### src/sgss_pkg.sv
// Package for the scatter-gather slice splitter.
// Holds the item types, command and result codes, and bus widths.
// No dependencies; every other file uses it.
package sgss_pkg;

  localparam int WordW    = 64;
  localparam int InDataW  = 4 * WordW;
  localparam int OutDataW = 3 * WordW;

  typedef logic [WordW-1:0] word_t;

  typedef enum logic {
    CMD_BUFFER = 1'b0,
    CMD_EXTENT = 1'b1
  } cmd_t;

  typedef enum logic [1:0] {
    KIND_SLICE = 2'd0,
    KIND_DONE  = 2'd1,
    KIND_NOBUF = 2'd2,
    KIND_ORDER = 2'd3
  } kind_t;

  typedef struct packed {
    cmd_t  command;
    word_t buffer_address;
    word_t buffer_size;
    word_t file_offset;
    word_t extent_span;
  } in_item_t;

  typedef struct packed {
    kind_t result_kind;
    word_t slice_address;
    word_t slice_offset;
    word_t slice_length;
    logic  last;
  } out_item_t;

endpackage

### src/scatter_gather_slice_splitter_top.sv
// Scatter-gather slice splitter, top level.
// Merges buffer and extent descriptors into transfer slices.
// Input side: s_axis_* carries one descriptor item per handshake; tuser
// says whether it is a memory buffer (0) or a file extent (1).
// Output side: m_axis_* carries slice, done, buffers-exhausted and
// order-error results; tuser holds the result kind and tlast marks the
// result that ends a request.
// Two register stages: the input handshake loads the input register, and
// the result register then loads from it through the slice compare/subtract
// step once the result register is free. Throughput is one item per cycle
// while the receiver takes results, set by the single state update of the step stage.
// An expected extent of nonzero span that arrives with no buffer bytes left produces no result.
// Reset clears both stages and returns the request state to its start
// (extent expected first). When the receiver stalls, the result register
// holds its item and the input register, if empty, can still take one more item;
// after that s_axis_tready falls until the result is taken.
// Depends on sgss_pkg, sgss_in_stage and sgss_step.
module scatter_gather_slice_splitter_top (
  input  logic                          clk,
  input  logic                          rst,
  input  logic                          s_axis_tvalid,
  output logic                          s_axis_tready,
  // buffer_address, buffer_size, file_offset, extent_span (lowest first)
  input  logic [sgss_pkg::InDataW-1:0]  s_axis_tdata,
  // command
  input  logic [0:0]                    s_axis_tuser,
  output logic                          m_axis_tvalid,
  input  logic                          m_axis_tready,
  // slice_address, slice_offset, slice_length (lowest first)
  output logic [sgss_pkg::OutDataW-1:0] m_axis_tdata,
  // result_kind
  output logic [1:0]                    m_axis_tuser,
  output logic                          m_axis_tlast
);

  localparam int W = sgss_pkg::WordW;

  sgss_pkg::in_item_t  in_item, staged_item;
  sgss_pkg::out_item_t res_item;
  logic                staged_valid, staged_ready;

  always_comb begin
    in_item.command        = sgss_pkg::cmd_t'(s_axis_tuser[0]);
    in_item.buffer_address = s_axis_tdata[0*W +: W];
    in_item.buffer_size    = s_axis_tdata[1*W +: W];
    in_item.file_offset    = s_axis_tdata[2*W +: W];
    in_item.extent_span    = s_axis_tdata[3*W +: W];
  end

  sgss_in_stage u_in_stage (
    .clk       (clk),
    .rst       (rst),
    .in_valid  (s_axis_tvalid),
    .in_ready  (s_axis_tready),
    .in_item   (in_item),
    .out_valid (staged_valid),
    .out_ready (staged_ready),
    .out_item  (staged_item)
  );

  sgss_step u_step (
    .clk       (clk),
    .rst       (rst),
    .in_valid  (staged_valid),
    .in_ready  (staged_ready),
    .in_item   (staged_item),
    .res_valid (m_axis_tvalid),
    .res_ready (m_axis_tready),
    .res_item  (res_item)
  );

  assign m_axis_tdata = {res_item.slice_length, res_item.slice_offset, res_item.slice_address};
  assign m_axis_tuser = res_item.result_kind;
  assign m_axis_tlast = res_item.last;

endmodule

### src/sgss_in_stage.sv
// Input register stage of the slice splitter.
// Captures one descriptor item a cycle while empty or while the next stage takes its held item; depends on sgss_pkg.
module sgss_in_stage (
  input  logic               clk,
  input  logic               rst,
  input  logic               in_valid,
  output logic               in_ready,
  input  sgss_pkg::in_item_t in_item,
  output logic               out_valid,
  input  logic               out_ready,
  output sgss_pkg::in_item_t out_item
);

  logic               held;
  sgss_pkg::in_item_t item;

  // load when empty or when the held item moves on this cycle
  assign in_ready  = !held || out_ready;
  assign out_valid = held;
  assign out_item  = item;

  always_ff @(posedge clk) begin
    if (rst) begin
      held <= 1'b0;
    end else if (in_ready) begin
      held <= in_valid;
    end
  end

  always_ff @(posedge clk) begin
    if (in_valid && in_ready) begin
      item <= in_item;
    end
  end

endmodule

### src/sgss_step.sv
// Splitter step: request state, slice arithmetic and the result register.
// One compare and a set of parallel adds/subtracts per item; depends on sgss_pkg.
module sgss_step (
  input  logic                clk,
  input  logic                rst,
  input  logic                in_valid,
  output logic                in_ready,
  input  sgss_pkg::in_item_t  in_item,
  output logic                res_valid,
  input  logic                res_ready,
  output sgss_pkg::out_item_t res_item
);

  sgss_pkg::word_t cur_address, cur_address_next;
  sgss_pkg::word_t buf_remaining, buf_remaining_next;
  sgss_pkg::word_t cur_offset, cur_offset_next;
  sgss_pkg::word_t span_remaining, span_remaining_next;
  logic            wants_extent, wants_extent_next;

  logic                res_held;
  sgss_pkg::out_item_t result, result_next;
  logic                emit;
  logic                take;

  // slice operands, chosen by which side the item refills
  sgss_pkg::word_t op_addr, op_buf, op_off, op_span;
  sgss_pkg::word_t len, buf_less_span, span_less_buf;
  logic            buf_smaller;

  assign in_ready  = !res_held || res_ready;
  assign take      = in_valid && in_ready;
  assign res_valid = res_held;
  assign res_item  = result;

  always_comb begin
    if (in_item.command == sgss_pkg::CMD_EXTENT) begin
      op_addr = cur_address;
      op_buf  = buf_remaining;
      op_off  = in_item.file_offset;
      op_span = in_item.extent_span;
    end else begin
      op_addr = in_item.buffer_address;
      op_buf  = in_item.buffer_size;
      op_off  = cur_offset;
      op_span = span_remaining;
    end
    buf_smaller   = op_buf < op_span;
    len           = buf_smaller ? op_buf : op_span;
    buf_less_span = op_buf - op_span;
    span_less_buf = op_span - op_buf;
  end

  always_comb begin
    cur_address_next    = cur_address;
    buf_remaining_next  = buf_remaining;
    cur_offset_next     = cur_offset;
    span_remaining_next = span_remaining;
    wants_extent_next   = wants_extent;
    emit                = 1'b1;
    result_next         = '{result_kind:   sgss_pkg::KIND_SLICE,
                            slice_address: op_addr,
                            slice_offset:  op_off,
                            slice_length:  len,
                            last:          1'b0};

    if ((in_item.command == sgss_pkg::CMD_EXTENT) != wants_extent) begin
      // wrong kind: flag and leave the request as it is
      result_next = '{result_kind: sgss_pkg::KIND_ORDER, default: '0};
    end else if (in_item.command == sgss_pkg::CMD_EXTENT && in_item.extent_span == '0) begin
      cur_address_next    = '0;
      buf_remaining_next  = '0;
      cur_offset_next     = '0;
      span_remaining_next = '0;
      wants_extent_next   = 1'b1;
      result_next         = '{result_kind: sgss_pkg::KIND_DONE, last: 1'b1, default: '0};
    end else if (in_item.command == sgss_pkg::CMD_BUFFER && in_item.buffer_size == '0) begin
      cur_address_next    = '0;
      buf_remaining_next  = '0;
      cur_offset_next     = '0;
      span_remaining_next = '0;
      wants_extent_next   = 1'b1;
      result_next         = '{result_kind: sgss_pkg::KIND_NOBUF, last: 1'b1, default: '0};
    end else if (in_item.command == sgss_pkg::CMD_EXTENT && buf_remaining == '0) begin
      // extent arrives with no buffer bytes left: hold it and ask for a buffer
      cur_offset_next     = in_item.file_offset;
      span_remaining_next = in_item.extent_span;
      wants_extent_next   = 1'b0;
      emit                = 1'b0;
    end else begin
      cur_address_next    = op_addr + len;
      cur_offset_next     = op_off + len;
      buf_remaining_next  = buf_smaller ? '0 : buf_less_span;
      span_remaining_next = buf_smaller ? span_less_buf : '0;
      wants_extent_next   = !buf_smaller;
    end
  end

  always_ff @(posedge clk) begin
    if (rst) begin
      cur_address    <= '0;
      buf_remaining  <= '0;
      cur_offset     <= '0;
      span_remaining <= '0;
      wants_extent   <= 1'b1;
    end else if (take) begin
      cur_address    <= cur_address_next;
      buf_remaining  <= buf_remaining_next;
      cur_offset     <= cur_offset_next;
      span_remaining <= span_remaining_next;
      wants_extent   <= wants_extent_next;
    end
  end

  always_ff @(posedge clk) begin
    if (rst) begin
      res_held <= 1'b0;
    end else if (in_ready) begin
      res_held <= take && emit;
    end
  end

  always_ff @(posedge clk) begin
    if (take && emit) begin
      result <= result_next;
    end
  end

endmodule
### config.mk
export PLATFORM = sky130hd
export DESIGN_NAME = scatter_gather_slice_splitter_top
export DESIGN_NICKNAME = d
export VERILOG_FILES = /design/src/sgss_pkg.sv /design/src/scatter_gather_slice_splitter_top.sv /design/src/sgss_in_stage.sv /design/src/sgss_step.sv
export SDC_FILE = /design/constraint.sdc
export NUM_CORES = 2
export LEC_CHECK = 0
export CAP_MARGIN = 20
export CORE_AREA = 2 2 279 391
export DETAILED_ROUTE_END_ITERATION = 6
export DIE_AREA = 0 0 281 393
export DONT_BUFFER_PORTS = 1
export HOLD_SLACK_MARGIN = 0.08
export PLACE_DENSITY_LB_ADDON = 0.1
export SYNTH_ARGS = -nofsm -noshare
export SYNTH_HDL_FRONTEND = slang
export SYNTH_SLANG_ARGS = --single-unit
### constraint.sdc
create_clock -name clk -period 11.95 [get_ports clk]
set_clock_uncertainty 0.2 [all_clocks]
set_input_delay 0.5975 -clock clk [delete_from_list [all_inputs] [get_ports clk]]
set_output_delay 0.5975 -clock clk [all_outputs]
set_load 0.03 [all_outputs]
==> out/qor.csv <==
metric,value,unit
routability cong.,0.938,
Slew HR,0.210,
endpoints failing hold,0,
Sink Count,711,
R2R Setup Slk,2.09,ns
Max Slew Vio Count,0,
switching share of power,0.394,
CP Class,flip-flop to flip-flop,
combinational power share,0.379,
Final HPWL DP,120,mm
Max H-tree Level,3,
GRT Util Overall,0.285,
post-route design area,49100,um2
Critical Path Fanout Max,61,
Synth area leader,edfxtp_1,
hold path cells,2,
Skew-Pair Late Insertion Delay,0.70,ns
TritonCTS clock tree,yes,
post-CTS setup-driven buffer insertion count,0,
first-pass GRT wire length,232,mm
initial DRC count,2370,
minimum clock period,9.86,ns
Worst Tran Pin Value,1.17,ns
Worst IR Drop VDD,0.000129,V
Synth Instances,4365,
DIE AREA,110000,um2
largest net degree at the start of global routing,192,
Yosys reg bits,711,
count of cell types in the netlist,99,
critical hold path startpoint,rst,
Cell Rows,142,
Die W,281,um
CTS Buf Count,77,
setup tns final,0,ns
beginning of the critical path,u_in_stage.out_item[256]$_DFFE_PP_,
PwrDens,186,nW/um2
top area cells in the synthesized netlist,"edfxtp_1 32%, dfxtp_1 12%, ha_1 7.2%",
root buffer cell,clkbuf_16,
total I/O pin count,458,
max_cap viols,0,
IO buf count,0,
Worst setup EP type,flip-flop,
fmax,101,MHz
final net count,5030,
Main synth FF type,edfxtp_1,
clk slew on worst S/H paths,0.06,ns
Register-to-Register Path Depth,31,
switching pwr,3.61,mW
Hold Slack,0.173,ns
RSZ-0062 raised after global routing,false,
area share of the largest cell type after synthesis,0.320,
post-DR wirelength/cell,26.7,um
grt total ovfl,0,
FF-to-FF End,u_step.cur_address[62]$_SDFFE_PP0P_,
number of synthesized flops with an enable pin,452,
initial antenna violation count,8,
element type at the critical path start,flip-flop,
Hold Path End,u_step.buf_remaining[51]$_SDFFE_PP0P_,
sequential-to-total area share from yosys stat,0.442,
share of cells above drive strength 1,0.0936,
yosys warns,0,
synthesized cell area,42400,um2
Worst Hold Class,primary input to flip-flop,
Leak,20.2,nW
clock share of power,0.274,
vias in the first global route,34200,
Vias/cell,5.68,
Worst R2R Start,u_in_stage.out_item[256]$_DFFE_PP_,
period utilization,0.825,
CP most frequent cell,a21o_1,
core footprint,107000,um2
Mapped Nets,4875,
Chip Height,393,um
drt total wl,161,mm
Antenna Violating Nets Remaining,0,
FILL cells,10300,
DRT Pass-1 Iters,6,
Total Power,9.15,mW
Internal,5.54,mW
DRC viols,0,
Area Growth Syn to Fin,15.7,%
routed via count,34200,
critical path's slowest cell,edfxtp_1,
critical path arrival,10.22,ns
Final Setup Violations,0,
deepest clock path buffer count,3,
crit-path max cell delay,0.85,ns
dpl cell area,43800,um2
"most common cell after layout, fill and taps aside",edfxtp_1,
most frequent cells in the layout,"452 x edfxtp_1, 446 x a21oi_1, 388 x nor2_1, 303 x nand2_1, 261 x dlygate4sd3_1",
status,"finished, final reports clean",
Syn Area/Cell,9.72,um2
Starting Density,0.397,
Critical Path RT,12.32,ns
asr flop ratio synth,0,
Flop pwr share,0.347,
## logic make-up after synthesis
family / after synthesis / share of synthesized area
AOI/OAI and AO/OA: 1234 / 0.185
and+or+nand+nor: 1203 / 0.137
DFF: 711 / 0.442
buffers and inverters: 456 / 0.0434
muxes: 262 / 0.0665
adders and majority gates: 257 / 0.0761
xor gates and xnor gates: 242 / 0.0501
## cell type report
class / count / area, um2 / share of cell area
Clock buffer: 92 / 2050 / 0.0417
Timing Repair Buffer: 325 / 3180 / 0.0649
Sequential cell: 711 / 18800 / 0.382
Inverter: 207 / 777 / 0.0158
Multi-Input combinational cell: 3198 / 21900 / 0.447
Antenna cell: 2 / 5.00 / 0.000102
Tap cell: 1440 / 1800 / 0.0367
Clock inverter: 52 / 586 / 0.0119
## worst max-delay path, delay by kind of cell (launching register included)
kind                       cells  cell delay, ns
adders and majority gates      2            0.83
DFF                            1            0.85
and+or+nand+nor                2            0.70
buffers and inverters          4            0.87
AOI/OAI and AO/OA             21            5.38
xor gates and xnor gates       1            0.17
muxes                          1            0.58
## per-stage QoR
step / setup slack, ns / utilization / cells
5_1_grt: 1.58 / 0.460 / 6027
3_5_place_dp: 2.22 / 0.410 / 5618
4_1_cts: 2.21 / 0.459 / 6024
3_3_place_gp: 2.30 / 0.410 / 5615
2_1_floorplan: 0.463 / - / 4365
6_report: 2.09 / 0.460 / 6027
## Yosys cell counts (all sizes together), types with 9 or more instances
| cell type | instances |
|---|---|
| a21oi | 461 |
| edfxtp | 452 |
| nor2 | 396 |
| nand2 | 305 |
| dfxtp | 259 |
| ha | 245 |
| o21ai | 209 |
| inv | 206 |
| and3 | 187 |
| clkbuf | 176 |
| mux2 | 159 |
| xnor2 | 158 |
| a22oi | 151 |
| a21o | 148 |
| mux2i | 103 |
| xor2 | 84 |
| buf | 73 |
| nor4 | 54 |
| nor3 | 53 |
| nand4 | 52 |
| o21bai | 45 |
| nand3 | 40 |
| a31oi | 30 |
| nor2b | 29 |
| nand2b | 28 |
| o21a | 23 |
| and2 | 20 |
| o22ai | 19 |
| o31ai | 19 |
| a211oi | 18 |
| a221oi | 13 |
| o211ai | 13 |
| or3 | 13 |
| a21boi | 11 |
| a221o | 9 |
| or2 | 9 |
## sequential cells by signal (all words and copies together) (netlist names)
register               flops
u_step.cur_offset         64
u_step.wants_extent        1
u_step.res_valid           1
u_step.res_item          195
u_step.span_remaining     64
u_in_stage.out_valid       1
u_step.buf_remaining      64
u_step.cur_address        64
u_in_stage.out_item      257
## per-layer routing
metal  GRT usage  vias up  wire [um]
li1            -    16200          -
met1       0.366    16800      69600
met2       0.490      978      78000
met3      0.0368      193       7600
met4       0.102        0       5550
met5           0        -          0
## timing repair
item / 4_1_cts / 5_1_grt
resized for setup: 0 / 0
setup endpoints to repair: 0 / 0
hold endpoints to repair: 449 / 0
hold buffers: 262 / 0
## worst max path at each step
| stage | endpoint | depth (start not counted) |
|---|---|---|
| finish | u_step.cur_address[62]$_SDFFE_PP0P_ | 31 |
| global route | u_step.cur_address[62]$_SDFFE_PP0P_ | 30 |
| CTS | u_step.cur_address[62]$_SDFFE_PP0P_ | 31 |
| detailed placement | u_step.cur_address[62]$_SDFFE_PP0P_ | 31 |
| global placement | u_step.cur_address[62]$_SDFFE_PP0P_ | 31 |
| floorplan | u_step.res_item[0]$_SDFFCE_PN0P_ | 14 |
## power by group through the flow
stage	Clock, mW	Sequential, mW	Combinational (mW)
4_1_cts	2.56	3.17	3.44
3_3_place_gp	0	3.23	3.35
5_1_grt	2.65	3.19	3.77
2_1_floorplan	0	3.17	2.37
3_5_place_dp	0	3.23	3.34
6_report	2.51	3.17	3.47
Note: power is estimated with default switching activity, not from simulation.
